===== config.mk =====
export PLATFORM = sky130hd
export DESIGN_NAME = irs_div
export DESIGN_NICKNAME = d
export VERILOG_FILES = /design/src/rtl/irs_div.sv
export SDC_FILE = /design/constraint.sdc
export NUM_CORES = 1
export LEC_CHECK = 0
export ABC_AREA = 1
export BUFFER_PORTS_ARGS = -buffer_cell sky130_fd_sc_hd__buf_2
export CAP_MARGIN = 20
export CORE_MARGIN = 2
export CORE_UTILIZATION = 55
export DETAILED_ROUTE_END_ITERATION = 8
export HOLD_SLACK_MARGIN = 0.02
export PLACE_DENSITY = 0.84
export SLEW_MARGIN = 5
export SYNTH_ARGS = -nofsm -noshare
export SYNTH_HDL_FRONTEND = slang
export SYNTH_SLANG_ARGS = --single-unit

===== constraint.sdc =====
create_clock -name clk -period 2.6 [get_ports clk]
set_input_delay 0.78 -clock clk [delete_from_list [all_inputs] [get_ports clk]]
set_output_delay 0.78 -clock clk [all_outputs]
set_load 0.005 [all_outputs]

===== src/rtl/irs_div.sv =====
// iterative restoring divider, one quotient bit per cycle
module irs_div #(
	parameter int unsigned NW = 25,
	parameter int unsigned DW = 13
) (
	input  logic          clk,
	input  logic          arst_n,
	input  logic          start,
	input  logic [NW-1:0] dividend,
	input  logic [DW-1:0] divisor,
	output logic          done,
	output logic [NW-1:0] quotient
);

	localparam int unsigned CW = $clog2(NW + 1);

	logic          busy_q;
	logic [CW-1:0] cnt_q;
	logic [DW-1:0] rem_q;
	logic [NW-1:0] quo_q;
	logic [DW-1:0] div_q;
	logic [DW:0]   trial;
	logic          fits;

	assign trial    = {rem_q, quo_q[NW-1]};
	assign fits     = trial >= {1'b0, div_q};
	assign quotient = quo_q;

	always_ff @(posedge clk or negedge arst_n) begin
		if (!arst_n) begin
			busy_q <= 1'b0;
			cnt_q  <= '0;
			done   <= 1'b0;
		end else begin
			done <= 1'b0;
			if (start) begin
				busy_q <= 1'b1;
				cnt_q  <= '0;
			end else if (busy_q) begin
				cnt_q <= cnt_q + 1'b1;
				if (cnt_q == CW'(NW - 1)) begin
					busy_q <= 1'b0;
					done   <= 1'b1;
				end
			end
		end
	end

	always_ff @(posedge clk) begin
		if (start) begin
			rem_q <= '0;
			quo_q <= dividend;
			div_q <= divisor;
		end else if (busy_q) begin
			rem_q <= fits ? DW'(trial - {1'b0, div_q}) : DW'(trial);
			quo_q <= {quo_q[NW-2:0], fits};
		end
	end

endmodule


==> results by group <==
Detailed routing
  • Vias post-DR: 2944
  • Drc violations: 0
  • Drt via density: 5.14
  • ANT nets after route: 0
  • Avg WL per Cell: 12.9 um
  • Post-Route WL: 7.37 mm
  • DRT Pass-1 Iters: 5
  • DRT iter0 DRCs: 210

Setup path
  • Kind of end point of the critical path: flop
  • CP required: 2690 ps
  • CP max FO: 15
  • Setup CP Type: flop to flop
  • WP data arrival: 2370 ps
  • CP startpoint kind: flop

Clocking
  • CTS Buffer Depth: 2
  • CTS H-tree depth: 3
  • CTS Root Cell: clkbuf_8
  • Worst-skew pair later-pin latency: 330 ps
  • CTS Hold Bufs: 0
  • Post_cts resized: 0
  • CTS Buf Count: 9
  • Worst-path clk slew: 70 ps
  • Post-CTS Setup Inserts: 0
  • Clock sinks: 58
  • CTS tree: yes

Timing
  • Final Hold Viols: 0
  • Setup TNS: 0 ps
  • Final Max Tran Viols: 0
  • Final period util: 87.4%
  • Slew headroom: 44.7%
  • Worst setup skew after layout: 7.99 ps
  • Fmax: 440 MHz
  • RSZ-0062 raised after global routing: false
  • Worst-Margin Slew: 828 ps
  • Period minus WS final: 2270 ps
  • Final setup fails: 0

Floorplan
  • Die area: 6720 um^2
  • Core area: 5890 um^2
  • Die Y: 82.0 um
  • # rows: 28
  • Io pins: 67
  • Die W: 82.0 um
  • Starting density of the core: 56.8%

Power
  • Sequential power share: 35.8%
  • Switching share of power: 36.2%
  • P_leak: 2.13 nW
  • NetSw: 0.00123 W
  • Combinational Power Share: 37.2%
  • Cell Int Power: 0.00216 W
  • Clock share of power: 27.0%
  • Worst vdd ir: 0.453 mV
  • PD cells: 853 nW/um^2

GRT
  • Largest net degree at the start of global routing: 31
  • GRT Total Usage: 24.1%
  • First-pass GRT wire length: 12.1 mm
  • Total grt overflow: 0
  • Vias in the first global route: 2710
  • Initial antenna violation count: 0

Logic synthesis
  • Mapped cell area: 3340 um^2
  • Syn_area_per_cell: 7.94 um^2
  • Cells after Synth: 421
  • Sequential share of the synthesized area: 47.2%
  • #FFs+latches synth: 58
  • Post-synth net total: 478
  • Yosys top cell area share: 34.1%
  • Ys Warns: 0
  • Synth area leaders: edfxtp_1, nand2_1, dfxtp_1
  • Cell accounting for the most synthesized area: edfxtp_1
  • Unique masters post-synth: 28

Final layout
  • Area growth syn-to-layout: 18.9%
  • Commonest non-fill, non-tap cell in the layout: nand2_1
  • Nets: 550
  • Design area: 3980 um^2
  • Share of cells above drive strength 1: 22.7%
  • Antenna diodes: 0
  • Most frequent cells in the layout: nand2_1, buf_2, inv_1

Run status
  • Status: complete, no violations

Placed design
  • Post-DP HPWL: 5.37 mm
  • Post-DP Area: 3760 um^2
  • Final Wtd Congestion: 0.894
  • IO buf count: 66

Worst hold path
  • Hold Path Class: input pin to asynchronous set/reset pin

Run
  • Max_cap viols: 0
## registers in the layout, summed over array words and instances, names as in the netlist
| signal | count |
|---|---|
| div_q | 13 |
| busy_q | 1 |
| cnt_q | 5 |
| quotient | 25 |
| rem_q | 13 |
| done | 1 |
## power groups by stage
stage / Clock (W) / Combinational [W] / Sequential, W
finish: 0.000915 / 0.00126 / 0.00121
global route: 0.000973 / 0.00142 / 0.00123
CTS: 0.000944 / 0.00125 / 0.00121
detailed placement: 0 / 0.00124 / 0.00123
global placement: 0 / 0.00120 / 0.00123
floorplan: 0 / 0.000974 / 0.00122
## cells by family after synthesis
family	after synthesis	share of synthesized area (%)
AOI/OAI and AO/OA	16	2.84
DFF	58	47.2
and+or+nand+nor	245	32.9
buffers and inverters	81	9.62
adders and majority gates	16	6.21
xor gates and xnor gates	5	1.31
## metrics by stage
stage	total power (W)	utilization (%)	setup slack, ps	std cells	hold WS [ps]
3_5_place_dp	0.00246	63.8	326	557	463
3_3_place_gp	0.00242	63.8	451	557	459
5_1_grt	0.00362	67.6	147	573	262
2_1_floorplan	0.00219	-	444	421	434
6_report	0.00339	67.6	328	573	268
4_1_cts	0.00340	67.6	323	573	247
## synthesized netlist by cell type
cell / number
clkbuf_1: 6
nand3_2: 7
nand2_2: 5
nor3_1: 2
buf_2: 5
nor2_2: 4
nand3_4: 1
fa_1: 1
nor2_1: 12
nand4_2: 1
buf_8: 1
inv_1: 64
dfxtp_1: 13
a21oi_4: 1
xnor2_1: 3
inv_2: 5
nor2_4: 1
o21ai_2: 1
nand3_1: 26
nand4_1: 19
xor2_1: 2
dfrtp_1: 7
o21ai_0: 5
nand2_1: 167
a21oi_1: 7
ha_1: 15
edfxtp_1: 38
o21ai_1: 2
## worst max-delay path, stage by stage, from the launching register on
cell      delay, ps
edfxtp_1        370
inv_1           100
ha_1            160
inv_1            80
fa_1            450
nand2_1         100
nand2_1          50
nand3_1          60
nand2_1         100
nand2_2         140
nand3_4         230
nand2_1         130
nand2_1          60
## area by class of cell
cell class / count / area, um^2
tap: 75 / 93.8
sequential: 58 / 1580
inverter: 69 / 259
clock inverter: 5 / 77.6
timing repair buffer: 73 / 383
fill: 475 / 1910
clock buffer: 11 / 141
multi-input combinational: 282 / 1450
## path summary, 6_finish.rpt
kind / startpoint / cells after the start / slack (ps) / endpoint
setup reg to reg: quotient[24] / 12 / 330 / quotient[0]
min in group clk: rem_q[8] / 2 / 470 / rem_q[8]
setup / recovery: quotient[24] / 12 / 330 / quotient[0]
max in group asynchronous: arst_n / 1 / 2160 / cnt_q[3]
hold reg to reg: rem_q[8] / 2 / 470 / rem_q[8]
hold / removal: arst_n / 1 / 270 / done
## routing by layer
metal	vias to the layer above	wire length [um]	global-route usage (%)
li1	1479	-	-
met1	1328	3160	30.4
met2	125	3540	39.8
met3	12	502	5.60
met4	0	161	10.0
met5	-	0	0
Note: power is estimated with default switching activity, not from simulation.
